## config.mk

```make
export PLATFORM = sky130hd
export DESIGN_NAME = yokoi_connectivity_stream_core
export DESIGN_NICKNAME = d
export VERILOG_FILES = /design/src/sv/ycs_pkg.sv /design/src/sv/ycs_front.sv /design/src/sv/ycs_emit.sv /design/src/sv/yokoi_connectivity_stream_core.sv
export VERILOG_INCLUDE_DIRS = /design/src /design/src/sv
export SDC_FILE = /design/constraint.sdc
export NUM_CORES = 1
export LEC_CHECK = 0
export BUFFER_PORTS_ARGS = -buffer_cell sky130_fd_sc_hd__buf_2
export CELL_PAD_IN_SITES_DETAIL_PLACEMENT = 0
export CELL_PAD_IN_SITES_GLOBAL_PLACEMENT = 1
export CORE_MARGIN = 5
export CORE_UTILIZATION = 50
export CTS_CLUSTER_SIZE = 14
export DETAILED_ROUTE_END_ITERATION = 12
export GPL_ROUTABILITY_DRIVEN = 0
export PLACE_DENSITY = 0.84
export SETUP_SLACK_MARGIN = 0.05
export SLEW_MARGIN = 40
export SYNTH_ARGS = -nofsm -noshare
export SYNTH_HDL_FRONTEND = slang
export SYNTH_SLANG_ARGS = --single-unit
```

## constraint.sdc

```tcl
create_clock -name clk -period 14.8 [get_ports clk]
set_input_delay 2.22 -clock clk [delete_from_list [all_inputs] [get_ports clk]]
set_output_delay 2.22 -clock clk [all_outputs]
set_load 0.01 [all_outputs]
```

## src/sv/yokoi_connectivity_stream_core_assert.svh

```systemverilog
`ifndef YOKOI_CONNECTIVITY_STREAM_CORE_ASSERT_SVH
`define YOKOI_CONNECTIVITY_STREAM_CORE_ASSERT_SVH

// same-cycle implication, checked out of reset
`define YCS_ASSERT_NOW(lbl, ante, cons) \
	lbl: assert property (@(posedge clk) disable iff (!arst_n) (ante) |-> (cons)) \
		else $error("same-cycle check failed");

// next-cycle implication, checked out of reset
`define YCS_ASSERT_NEXT(lbl, ante, cons) \
	lbl: assert property (@(posedge clk) disable iff (!arst_n) (ante) |=> (cons)) \
		else $error("next-cycle check failed");

`endif

```

## src/sv/ycs_pkg.sv

```systemverilog
package ycs_pkg;

	localparam int IMAGE_WIDTH  = 64;
	localparam int IMAGE_HEIGHT = 64;

	localparam int COL_W   = $clog2(IMAGE_WIDTH);
	localparam int ROW_W   = $clog2(IMAGE_HEIGHT + 1);
	localparam int GRAY_W  = 8;
	localparam int IDX_W   = 6;
	localparam int YOKOI_W = 3;

	localparam logic [COL_W-1:0]   LAST_COL        = COL_W'(IMAGE_WIDTH - 1);
	localparam logic [ROW_W-1:0]   LAST_ROW        = ROW_W'(IMAGE_HEIGHT - 1);
	localparam logic [ROW_W-1:0]   ROW_END         = ROW_W'(IMAGE_HEIGHT);
	localparam logic [GRAY_W-1:0]  THRESHOLD_RESET = GRAY_W'(128);
	localparam logic [YOKOI_W-1:0] INTERIOR_CODE   = YOKOI_W'(5);

	localparam logic KIND_PIXEL = 1'b0;
	localparam logic KIND_DRAIN = 1'b1;

	// one window column: [2] row above, [1] center row, [0] row below
	typedef logic [2:0] col_t;

	typedef struct packed {
		logic             pend1;
		logic             pend2;
		col_t             left;
		col_t             mid;
		col_t             right;
		logic [ROW_W-1:0] row;
		logic [COL_W-1:0] col;
		logic             last;
	} job_t;

	function automatic logic [YOKOI_W-1:0] yokoi_calc(input col_t left, input col_t mid,
		input col_t right);
		logic [3:0]         a;
		logic [3:0]         d;
		logic [3:0]         e;
		logic [3:0]         r_hit;
		logic [3:0]         q_hit;
		logic [YOKOI_W-1:0] q_cnt;
		logic [YOKOI_W-1:0] res;
		a = {mid[0], left[1], mid[2], right[1]};
		d = {right[0], left[0], left[2], right[2]};
		e = {right[1], mid[0], left[1], mid[2]};
		r_hit = a & d & e;
		q_hit = a & ~(d & e);
		q_cnt = YOKOI_W'(q_hit[0]) + YOKOI_W'(q_hit[1]) + YOKOI_W'(q_hit[2])
			+ YOKOI_W'(q_hit[3]);
		priority if (!mid[1]) begin
			res = '0;
		end else if (&r_hit) begin
			res = INTERIOR_CODE;
		end else begin
			res = q_cnt;
		end
		return res;
	endfunction

endpackage

```

## src/sv/ycs_front.sv

```systemverilog
module ycs_front (
	input  logic                       clk,
	input  logic                       arst_n,
	input  logic                       in_accept,
	input  logic                       kind,
	input  logic [ycs_pkg::GRAY_W-1:0] gray_pixel,
	input  logic [ycs_pkg::GRAY_W-1:0] threshold,
	output ycs_pkg::job_t              job
);
	import ycs_pkg::*;

	logic [ROW_W-1:0]       row_q;
	logic [COL_W-1:0]       col_q;
	logic [COL_W-1:0]       drain_col_q;
	logic [IMAGE_WIDTH-1:0] line1_q;
	logic [IMAGE_WIDTH-1:0] line2_q;
	col_t                   win1_q;
	col_t                   win2_q;

	logic is_pix;
	logic is_drain;
	logic fg;
	logic top_bit;
	col_t pix_col;
	col_t drain_mid;
	col_t drain_right;

	always_comb begin
		is_pix      = (kind == KIND_PIXEL) && (row_q < ROW_END);
		is_drain    = (kind == KIND_DRAIN) && (row_q == ROW_END);
		fg          = gray_pixel >= threshold;
		top_bit     = (row_q >= ROW_W'(2)) ? line2_q[0] : 1'b0;
		pix_col     = {top_bit, line1_q[0], fg};
		drain_mid   = {line2_q[0], line1_q[0], 1'b0};
		drain_right = (drain_col_q != LAST_COL) ? {line2_q[1], line1_q[1], 1'b0} : '0;
	end

	always_comb begin
		job = '0;
		priority if (is_pix) begin
			job.pend1 = (row_q != '0) && (col_q != '0);
			job.pend2 = (row_q != '0) && (col_q == LAST_COL);
			job.left  = (col_q >= COL_W'(2)) ? win2_q : '0;
			job.mid   = win1_q;
			job.right = pix_col;
			job.row   = row_q - ROW_W'(1);
			job.col   = col_q - COL_W'(1);
		end else if (is_drain) begin
			job.pend1 = 1'b1;
			job.left  = (drain_col_q != '0) ? win1_q : '0;
			job.mid   = drain_mid;
			job.right = drain_right;
			job.row   = LAST_ROW;
			job.col   = drain_col_q;
			job.last  = drain_col_q == LAST_COL;
		end else begin
			job = '0;
		end
	end

	always_ff @(posedge clk or negedge arst_n) begin
		if (!arst_n) begin
			row_q       <= '0;
			col_q       <= '0;
			drain_col_q <= '0;
		end else if (in_accept && is_pix) begin
			if (col_q == LAST_COL) begin
				col_q <= '0;
				row_q <= row_q + ROW_W'(1);
			end else begin
				col_q <= col_q + COL_W'(1);
			end
		end else if (in_accept && is_drain) begin
			if (drain_col_q == LAST_COL) begin
				drain_col_q <= '0;
				row_q       <= '0;
				col_q       <= '0;
			end else begin
				drain_col_q <= drain_col_q + COL_W'(1);
			end
		end
	end

	// shift lines and window columns
	always_ff @(posedge clk) begin
		if (in_accept && is_pix) begin
			line1_q <= {fg, line1_q[IMAGE_WIDTH-1:1]};
			line2_q <= {line1_q[0], line2_q[IMAGE_WIDTH-1:1]};
			win2_q  <= win1_q;
			win1_q  <= pix_col;
		end else if (in_accept && is_drain) begin
			line1_q <= {1'b0, line1_q[IMAGE_WIDTH-1:1]};
			line2_q <= {line1_q[0], line2_q[IMAGE_WIDTH-1:1]};
			win1_q  <= drain_mid;
		end
	end

endmodule

```

## src/sv/ycs_emit.sv

```systemverilog
module ycs_emit (
	input  logic                        clk,
	input  logic                        arst_n,
	input  logic                        in_accept,
	input  ycs_pkg::job_t               job,
	output logic                        in_stall,
	output logic                        out_valid,
	input  logic                        out_stall,
	output logic [ycs_pkg::YOKOI_W-1:0] yokoi_number,
	output logic [ycs_pkg::IDX_W-1:0]   row_index,
	output logic [ycs_pkg::IDX_W-1:0]   column_index,
	output logic                        last_of_image
);
	import ycs_pkg::*;

	logic             pend1_s1;
	logic             pend2_s1;
	job_t             job_s1;
	logic             out_valid_q;
	logic [YOKOI_W-1:0] yokoi_q;
	logic [IDX_W-1:0] row_idx_q;
	logic [IDX_W-1:0] col_idx_q;
	logic             last_q;

	logic             load;
	col_t             sel_left;
	col_t             sel_mid;
	col_t             sel_right;
	logic [COL_W-1:0] sel_col;

	always_comb begin
		load     = (pend1_s1 || pend2_s1) && (!out_valid_q || !out_stall);
		in_stall = (pend1_s1 && pend2_s1) || ((pend1_s1 || pend2_s1) && !load);
		if (pend1_s1) begin
			sel_left  = job_s1.left;
			sel_mid   = job_s1.mid;
			sel_right = job_s1.right;
			sel_col   = job_s1.col;
		end else begin
			sel_left  = job_s1.mid;
			sel_mid   = job_s1.right;
			sel_right = '0;
			sel_col   = job_s1.col + COL_W'(1);
		end
	end

	always_ff @(posedge clk or negedge arst_n) begin
		if (!arst_n) begin
			pend1_s1    <= 1'b0;
			pend2_s1    <= 1'b0;
			out_valid_q <= 1'b0;
		end else begin
			if (in_accept) begin
				pend1_s1 <= job.pend1;
				pend2_s1 <= job.pend2;
			end else if (load) begin
				if (pend1_s1) begin
					pend1_s1 <= 1'b0;
				end else begin
					pend2_s1 <= 1'b0;
				end
			end
			if (load) begin
				out_valid_q <= 1'b1;
			end else if (!out_stall) begin
				out_valid_q <= 1'b0;
			end
		end
	end

	always_ff @(posedge clk) begin
		if (in_accept) begin
			job_s1 <= job;
		end
		if (load) begin
			yokoi_q   <= yokoi_calc(sel_left, sel_mid, sel_right);
			row_idx_q <= IDX_W'(job_s1.row);
			col_idx_q <= IDX_W'(sel_col);
			last_q    <= pend1_s1 && job_s1.last;
		end
	end

	assign out_valid     = out_valid_q;
	assign yokoi_number  = yokoi_q;
	assign row_index     = row_idx_q;
	assign column_index  = col_idx_q;
	assign last_of_image = last_q;

endmodule

```

## src/sv/yokoi_connectivity_stream_core.sv

```systemverilog
// 4-connected Yokoi number of a binarized raster image, streamed.
// Input channel (in_valid/in_stall): kind 0 carries the next gray pixel in
// raster order; kind 1 is a drain tick that releases one result of the final
// row once the whole image has arrived. Ignored items are still taken.
// Output channel (out_valid/out_stall): yokoi_number with row_index and
// column_index; last_of_image marks the bottom-right pixel of the image.
// threshold_wr_en/threshold_wr_data set the binarization level; write only
// while idle.
// The item is held in the job stage, then its result in the result register.
// Throughput: one item per cycle while out_stall is low; a last-column pixel
// of any row but the first yields two results and holds the input until the
// first has gone into the single result register.
// Two pixel rows live in shift lines; no clearing pass follows reset. Reset
// returns the raster position to the first pixel, empties the pipeline and sets
// the threshold to 128. While out_stall holds a valid result, items that release
// no result still go in; one that does waits in the job stage and raises in_stall.
module yokoi_connectivity_stream_core (
	input  logic                        clk,
	input  logic                        arst_n,
	input  logic                        threshold_wr_en,
	input  logic [ycs_pkg::GRAY_W-1:0]  threshold_wr_data,
	input  logic                        in_valid,
	output logic                        in_stall,
	input  logic                        kind,
	input  logic [ycs_pkg::GRAY_W-1:0]  gray_pixel,
	output logic                        out_valid,
	input  logic                        out_stall,
	output logic [ycs_pkg::YOKOI_W-1:0] yokoi_number,
	output logic [ycs_pkg::IDX_W-1:0]   row_index,
	output logic [ycs_pkg::IDX_W-1:0]   column_index,
	output logic                        last_of_image
);
	import ycs_pkg::*;

	logic [GRAY_W-1:0] threshold_q;
	logic              in_accept;
	job_t              job;

	always_ff @(posedge clk or negedge arst_n) begin
		if (!arst_n) begin
			threshold_q <= THRESHOLD_RESET;
		end else if (threshold_wr_en) begin
			threshold_q <= threshold_wr_data;
		end
	end

	assign in_accept = in_valid && !in_stall;

	ycs_front u_front (
		.clk        (clk),
		.arst_n     (arst_n),
		.in_accept  (in_accept),
		.kind       (kind),
		.gray_pixel (gray_pixel),
		.threshold  (threshold_q),
		.job        (job)
	);

	ycs_emit u_emit (
		.clk           (clk),
		.arst_n        (arst_n),
		.in_accept     (in_accept),
		.job           (job),
		.in_stall      (in_stall),
		.out_valid     (out_valid),
		.out_stall     (out_stall),
		.yokoi_number  (yokoi_number),
		.row_index     (row_index),
		.column_index  (column_index),
		.last_of_image (last_of_image)
	);

`include "yokoi_connectivity_stream_core_assert.svh"

	`YCS_ASSERT_NOW(a_code_range, out_valid, yokoi_number <= INTERIOR_CODE)
	`YCS_ASSERT_NOW(a_last_corner, out_valid && last_of_image,
		row_index == IDX_W'(LAST_ROW) && column_index == IDX_W'(LAST_COL))
	`YCS_ASSERT_NEXT(a_stall_progress, in_stall && !out_valid, out_valid)

endmodule

```

Yosys cells after proc, flatten, opt, wreduce, memory -nomap -nowiden

Index checks and enable logic that the tools add are counted.

Register bits after elaboration: 202
Logic and storage cells: 116

Muxes and demuxes: 34
Reduce and logical (&&, ||, !) cells: 31
Eq/ne operators: 7
$lt $le $gt $ge: 4
Bitwise operators: 9
Add/sub/neg operators: 9

Operator list:

| kind                | number |
|---|---|
| $mux 64             | 4 |
| $mux 6              | 6 |
| $mux 7              | 4 |
| $mux 3              | 9 |
| $mux 24             | 1 |
| $mux 23             | 1 |
| $add 6x1->6 const B | 3 |
| $and 4x4->4         | 4 |
| $eq 6x6->1 const B  | 2 |
| $reduce_bool 6->1   | 2 |
| $logic_and 1x1->1   | 11 |
| $mux 1              | 9 |
| $ge 8x8->1          | 1 |
| $add 7x1->7 const B | 1 |
| $eq 7x7->1 const B  | 1 |
| $ge 7x2->1 const B  | 1 |
| $lt 7x7->1 const B  | 1 |
| $reduce_bool 7->1   | 1 |
| $sub 7x1->7 const B | 1 |
| $add 3x1->3         | 2 |
| $ge 6x2->1 const B  | 1 |
| $ne 6x6->1 const B  | 1 |
| $reduce_and 2->1    | 3 |
| $reduce_bool 2->1   | 3 |
| 11 further kinds    | 21 |

Longest topological paths before layout

Gate-level depths: netlist (run 1).

Depth in word-level cells: 11
Gate-level depth with buffers: 11

Hierarchy

Synthesis (run 1) repeated with hierarchy kept, for this count alone.

Cell total of the unflattened synthesis: 465
Area total of the unflattened synthesis: 7,626.1 µm²

By module, submodules not included:

| module                         | seq. area each (µm²) | area an instance (µm²) | times used | cells each |
|---|---|---|---|---|
| ycs_front                      | 4,439.3              | 5,711.7                | 1          | 353 |
| ycs_emit                       | 1,216.2              | 1,575.3                | 1          | 94 |
| yokoi_connectivity_stream_core | 201.4                | 339.1                  | 1          | 18 |

Least setup slack after synthesis (run 1)

Ideal clock, no wire load.

Path kind: input to register
From: input port kind
To: register u_front.line1_q[0] (enable)
Library setup time: 0.660 ns
Cell stages on the path: 4
Path slack: 5.077 ns
Data required time: 14.140 ns
Arrival: 9.062 ns
Path through: or2_2 clkbuf_1 clkbuf_1 a21oi_1

Cells in the longest elaborated chain, start to end: 4
Elaborated cells between the ends (all ways): 6
Classes of those cells: bitwise: 1; reduce/logical: 5

RTL lines:

| element                                | RTL line                             | RTL |
|---|---|---|
| from (decl)                            | yokoi_connectivity_stream_core.sv:24 | `input logic kind,` |
| $not 1->1                              | ycs_front.sv:29                      | `is_pix = (kind == KIND_PIXEL) && (row_q < ROW_END);` |
| $logic_and 1x1->1                      | ycs_front.sv:29                      |  |
| $logic_and 1x1->1                      | ycs_front.sv:86                      | `if (in_accept && is_pix) begin` |
| $reduce_bool 2->1 (no source line) (*) | --                                   |  |
| to (signal assigned)                   | ycs_front.sv:87                      | `line1_q <= {fg, line1_q[IMAGE_WIDTH-1:1]};` |
| to (signal assigned)                   | ycs_front.sv:92                      | `line1_q <= {1'b0, line1_q[IMAGE_WIDTH-1:1]};` |
| to (decl)                              | ycs_front.sv:15                      | `logic [IMAGE_WIDTH-1:0] line1_q;` |

Every way passes the cells marked *; elsewhere a longest branch is shown, timed or not.
A chain may end at the register's enable or synchronous reset.

Worst setup path after layout (run 1)

From: input port out_stall
To: output port in_stall

Cells in the longest elaborated chain, start to end: 6

RTL lines:

| element           | RTL line                             | RTL |
|---|---|---|
| from (decl)       | yokoi_connectivity_stream_core.sv:27 | `input logic out_stall,` |
| $logic_not 1->1   | ycs_emit.sv:32                       | `load = (pend1_s1 \|\| pend2_s1) && (!out_valid_q \|\| !out_stall);` |
| $logic_or 1x1->1  | ycs_emit.sv:32                       |  |
| $logic_and 1x1->1 | ycs_emit.sv:32                       |  |
| $logic_not 1->1   | ycs_emit.sv:33                       | `in_stall = (pend1_s1 && pend2_s1) \|\| ((pend1_s1 \|\| pend2_s1) && !load);` |
| $logic_and 1x1->1 | ycs_emit.sv:33                       |  |
| $logic_or 1x1->1  | ycs_emit.sv:33                       |  |
| to (decl)         | yokoi_connectivity_stream_core.sv:23 | `output logic in_stall,` |

No other way between the ends.

==> flow_summary_export.csv, run 1 <==
group,metric,value,unit
floorplan,rows,44,
clock_tree,clock-sinks,200,
pwr,comb_power_share,8.6,%
clock_tree,ctsHoldBuffers,0,
worst_hold_path,hold_path.class,"reg -> reg",
yosys,synth_edf_count,170,
cells_and_area,drive_gt1_share,17.2,%
drt,viasPerCell,5.33,
drt,vias,3800,
clock_tree,cts-resized-gates,0,
floorplan,core_area,14600,µm²
floorplan,die_w,133,µm
worst_setup_path,rrSetupSlack,11450,ps
yosys,syn_area,7530,µm²
worst_setup_path,critPathMaxFanout,6,
clock_tree,cts_setup_buffers,0,
sta,fin_setup_tns,0,ps
global_routing,grt-ovfl-total,0,
global_routing,grt_pass1_wl,19200,µm
yosys,synth-async-reset-ratio,15.0,%
sta,worst_pin_slew,770,ps
yosys,synth_top_area_share,67.8,%
yosys,synth_cells,467,
worst_hold_path,hp-start,"u_front.line2_q[54]",
drt,post-route-drc-count,0,
global_routing,antenna_found_initial,0,
yosys,yosysWarnings,0,
sta,min_period,5060,ps
pwr,ir_worst_vdd,0.0818,mV
clock_tree,cts_made_buffers,17,
placement,place_inst,679,
global_routing,grt.total_usage,13.9,%
worst_setup_path,cp-start-kind,"input port",
worst_setup_path,r2r-start,"u_front.row_q[3]",
cells_and_area,multi_input_area,1540,µm²
yosys,synth_area_per_cell,16.1,µm²
sta,finalClockSkew,8.49,ps
global_routing,grt_pass1_vias,3808,
yosys,yosys-top-cells-area,"edfxtp_1 (68%), dfrtp_1 (9.6%), ha_1 (3.2%)",
placement,placed_area,7930,µm²
clock_tree,clock_latency,430,ps
sta,rsz0062_at_grt,"no",
floorplan,die_area,17600,µm²
placement,dp_hpwl,7030,µm
clock_tree,clockBufferDepth,2,
sta,setup_slack,9740,ps
pwr,clock_power_share,35.0,%
floorplan,io_pins,40,
sta,finalCritPeriodShare,34.2,%
worst_setup_path,arrival,2840,ps
pwr,seq_power_share,56.4,%
yosys,ys.flop_type,"edfxtp_1",
yosys,yosysSeqAreaShare,77.7,%
pwr,total_power,1.23,mW
worst_setup_path,worst-setup-path-type,"in -> out",
placement,io_buffers,39,
worst_setup_path,cp-end-kind,"output pin",
outcome,status,"finished clean",
sta,final_hold_viol_count,0,
sta,max_freq,0.198,GHz
cells_and_area,finalNonFillerCells,713,
pwr,powerDensity,144,nW/µm²
clock_tree,clockRootBuffer,"clkbuf_16",
cells_and_area,fin_area,8520,µm²
pwr,p_int,927,µW
placement,place_ws,9730,ps
pwr,power.switching,300,µW
drt,ant_nets,0,
pwr,swShare,24.4,%
worst_setup_path,cp.required,12580,ps
cells_and_area,antenna_cells,0,
yosys,yosys.area.top_type,"edfxtp_1",
pwr,p_leak,3.12,nW
worst_hold_path,whs_endpoint,"u_front.line2_q[53]",
sta,finalSetupViolCount,0,
yosys,yosysUniqueCellTypes,53,
cells_and_area,fin_nets,558,
job,maxCapViolations,0,
drt,drt_first_pass_iters,5,
sta,maxSlewViolCount,0,
clock_tree,htree_levels,4,
sta,relSlewSlack,48.7,%
clock_tree,path_clk_slew,70,ps
drt,avgRoutedWirePerCell,16.1,µm
worst_setup_path,r2r_cells,5,
yosys,ys_ff_latch,200,
worst_hold_path,whs_path_depth,0,
drt,drt-initial-drc-count,415,
cells_and_area,area_growth,13.1,%
clock_tree,tritoncts,"built",
floorplan,die_height,133,µm
global_routing,grt_max_degree,67,
yosys,syn_nets,509,
drt,routed_wl,11500,µm
cells_and_area,fillers,1120,
cells_and_area,final-seq-area,5860,µm²
floorplan,start_util,51.5,%
worst_setup_path,r2r-end,"u_front.line2_q[7]",
[routing by layer]
layer	GRT usage, %	part of all wire [%]	vias up
met5	0	0	-
li1	-	-	1852
met1	20.7	52	1862
met2	18.9	43	76
met4	5.77	1.2	0
met3	4.48	4.3	10
[how the worst max path moves through the flow]
stage / start / to / slack (ps) / depth (start not counted)
after floorplan: kind / u_front.line1_q[0] / 5080 / 4
after global routing: out_stall / in_stall / 9670 / 4
after CTS: out_stall / in_stall / 9730 / 4
after detailed placement: out_stall / in_stall / 9730 / 4
after global placement: out_stall / in_stall / 9790 / 4
final: out_stall / in_stall / 9740 / 4
[area by class of cell]
cell class / count / share of cell area [%]
Tap cell: 184 / 2.70
Clock buffer: 17 / 4.99
Timing Repair Buffer: 44 / 2.94
Clock inverter: 15 / 1.62
Sequential cell: 200 / 68.7
Inverter: 22 / 0.969
Multi-Input combinational cell: 231 / 18.0
[critical path, stage by stage]
cell and delay (ps):
buf_2 130, a31oi_1 280, nor2_1 70, buf_2 140
[state kept, by name, indices dropped and copies added, names as in the netlist]
register	count
u_front.drain_col_q	6
u_emit.last_of_image	1
u_emit.row_index	6
u_emit.job_s1	22
u_front.win1_q	3
u_emit.column_index	6
u_emit.yokoi_number	3
u_front.line2_q	63
u_front.line1_q	63
u_front.row_q	7
u_emit.pend1_s1	1
u_emit.out_valid	1
u_emit.pend2_s1	1
u_front.win2_q	3
u_front.col_q	6
threshold_q	8
[stage by stage]
| stage | hold WS (ps) | utilization [%] |
|---|---|---|
| finish | 417 | 58.2 |
| global route | 426 | 58.2 |
| CTS | 417 | 58.0 |
| detailed placement | 405 | 54.1 |
| global placement | 402 | 54.1 |
| floorplan | 400 | - |
[synthesized netlist by cell type (all sizes together) (4+ instances only)]
cell type and instances:
a21oi 17, a22o 10, a31oi 7, buf 7, clkbuf 7, dfrtp 29
edfxtp 170, ha 19, inv 22, nand2 40, nand2b 4, nand3 8
nand4 4, nor2 19, nor3 6, nor4 6, o21ai 36, or2 4
xnor2 11, xor2 4
[logic make-up after synthesis]
family	Yosys count	share of synthesized area, %
AOI/OAI and AO/OA	82	6.78
xor gates and xnor gates	15	1.74
adders and majority gates	20	3.42
buffers and inverters	36	2.06
DFF	200	77.7
muxes	5	0.714
and+or+nand+nor	109	7.56
[power groups by stage]
stage | combinational [mW] | clock [mW] | sequential, mW
finish | 0.105 | 0.430 | 0.691
floorplan | 0.0797 | 0 | 0.694
global placement | 0.101 | 0 | 0.701
global route | 0.120 | 0.470 | 0.697
CTS | 0.105 | 0.445 | 0.691
detailed placement | 0.105 | 0 | 0.703
[cell usage in the layout (no fill, tap or decap), drive strengths merged, types with 2 or more instances in the layout]
cell,netlist,final
a22o,10,10
mux2,3,3
nand3,8,8
and2,3,3
nand4b,2,2
ha,19,19
o22ai,2,2
buf,7,44
nor4,6,6
inv,22,29
and3,3,3
clkinv,0,8
nor2,19,19
edfxtp,170,170
a21oi,17,17
xor2,4,4
o31ai,2,2
and4,2,2
mux2i,2,2
nor3,6,6
nand2,40,40
a31oi,7,7
nand4,4,4
xnor2,11,11
nor3b,2,2
clkbuf,7,17
nand2b,4,4
dfrtp,29,29
o21ai,36,36
or2,4,4
nor2b,3,3
Power figures use the tool's default switching activity.
==> run 2: changes to the inputs <==
==> constraint.sdc (replaced) <==
create_clock -name clk -period 5.01 [get_ports clk]
set_input_delay 0.7515 -clock clk [delete_from_list [all_inputs] [get_ports clk]]
set_output_delay 0.7515 -clock clk [all_outputs]
set_load 0.01 [all_outputs]
==> flow_summary_export.csv, run 2 (synthesis gave the netlist of run 1 again) <==
group,metric,value,unit
worst_setup_path,cp-start-kind,"flop",
drt,ant_nets,0,
cells_and_area,fin_nets,557,
global_routing,grt-ovfl-total,0,
floorplan,die_area,17600,µm²
worst_setup_path,cp-end-kind,"flop",
sta,final_hold_viol_count,0,
global_routing,grt_max_degree,77,
worst_setup_path,r2r-end,"u_front.line2_q[15]",
drt,avgRoutedWirePerCell,15.9,µm
worst_setup_path,cp.required,5100,ps
drt,viasPerCell,5.34,
worst_setup_path,arrival,3000,ps
placement,dp_hpwl,6950,µm
sta,finalCritPeriodShare,58.0,%
placement,place_ws,1950,ps
clock_tree,clockRootBuffer,"clkbuf_16",
sta,maxSlewViolCount,0,
drt,drt_first_pass_iters,5,
worst_setup_path,crit_end,"u_front.line2_q[15]",
worst_setup_path,rrSetupSlack,2100,ps
clock_tree,path_clk_slew,70,ps
sta,finalHoldWorstSlack,255,ps
global_routing,grt.total_usage,13.6,%
cells_and_area,fillers,1095,
sta,min_period,2910,ps
worst_setup_path,r2r-start,"u_front.row_q[3]",
pwr,ir_worst_vdd,0.269,mV
worst_setup_path,worst-setup-path-type,"reg -> reg",
pwr,swShare,23.9,%
pwr,powerDensity,422,nW/µm²
outcome,status,"finished clean",
sta,max_freq,0.344,GHz
sta,relSlewSlack,47.1,%
pwr,comb_power_share,8.4,%
pwr,seq_power_share,56.9,%
cells_and_area,drive_gt1_share,16.9,%
job,maxCapViolations,0,
clock_tree,tritoncts,"built",
floorplan,io_pins,40,
pwr,clock_power_share,34.8,%
cells_and_area,mostFrequentLayoutCells,"edfxtp_1 (170), nand2_1 (40), buf_2 (38)",
pwr,p_int,2.73,mW
floorplan,core_area,14600,µm²
drt,post-route-drc-count,0,
cells_and_area,layout_commonest_cell,"edfxtp_1",
floorplan,start_util,51.5,%
cells_and_area,reg.largest.list,"u_front.line1_q (63), u_front.line2_q (63), u_emit.job_s1 (22)",
floorplan,die_height,133,µm
cells_and_area,antenna_cells,0,
worst_hold_path,hold_path.class,"in -> async",
clock_tree,cts_setup_buffers,0,
worst_setup_path,r2r_cells,4,
cells_and_area,final_util,58.0,%
worst_setup_path,crit_start,"u_front.row_q[3]",
sta,finalSetupViolCount,0,
drt,routed_wl,11300,µm
global_routing,grt_pass1_vias,3638,
sta,worst_pin_slew,792,ps
clock_tree,cts-resized-gates,0,
clock_tree,ctsHoldBuffers,0,
sta,setup_slack,2100,ps
sta,fin_setup_tns,0,ps
pwr,power.switching,858,µW
cells_and_area,area_growth,12.7,%
floorplan,die_w,133,µm
clock_tree,clock-sinks,200,
worst_setup_path,critPathMaxFanout,31,
drt,drt-initial-drc-count,338,
placement,io_buffers,39,
drt,vias,3802,
sta,rsz0062_at_grt,"no",
clock_tree,htree_levels,4,
clock_tree,cts_made_buffers,17,
global_routing,grt_pass1_wl,18800,µm
sta,finalClockSkew,9.26,ps
floorplan,rows,44,
pwr,p_leak,3.09,nW
global_routing,antenna_found_initial,0,
clock_tree,clockBufferDepth,2,
clock_tree,clock_latency,420,ps
pwr,total_power,3.59,mW
[run 2: worst max-delay path, stage by stage, from the launching register on]
cell and delay, ps:
dfrtp_1 500, nor4_4 440, nand4_2 380, a21oi_4 770, buf_4 470
[run 2: layout make-up]
type,count,area (µm²),share of cell area (%)
well taps,184,230,2.71
multi-input cells,231,1540,18.1
inverters,22,82.6,0.972
flip-flops and latches,200,5860,69.0
clock buffers,19,433,5.10
clock inverters,13,115,1.36
repair buffers,43,238,2.80
[run 2: power groups by stage]
stage / registers, mW / logic [mW] / clock network [mW]
finish: 2.04 / 0.300 / 1.25
global route: 2.05 / 0.343 / 1.36
global placement: 2.07 / 0.297 / 0
detailed placement: 2.07 / 0.300 / 0
CTS: 2.04 / 0.301 / 1.28
floorplan: 2.04 / 0.236 / 0
[run 2: worst min path at each step]
stage | startpoint | endpoint | slack [ps] | depth (start not counted)
floorplan | u_emit.job_s1[7] | u_emit.row_index[0] | 400 | 0
global placement | u_front.line2_q[18] | u_front.line2_q[17] | 400 | 0
detailed placement | u_front.line1_q[13] | u_front.line1_q[12] | 400 | 0
CTS | arst_n | u_front.row_q[3] | 380 | 1
global route | arst_n | threshold_q[6] | 280 | 1
finish | arst_n | u_front.row_q[2] | 260 | 1
[run 2: metal layers]
layer	vias up	GRT usage, %	routed length, µm
met5	-	0	0
met4	0	5.60	225
met3	19	4.21	787
met2	130	17.9	4600
met1	1811	20.9	5740
li1	1842	-	-
[run 2: metrics by stage]
step | area, µm² | std cells
final | 8490 | 712
after floorplan | 7550 | 467
after global placement | 7930 | 679
after global routing | 8490 | 712
after CTS | 8480 | 711
after detailed placement | 7930 | 679
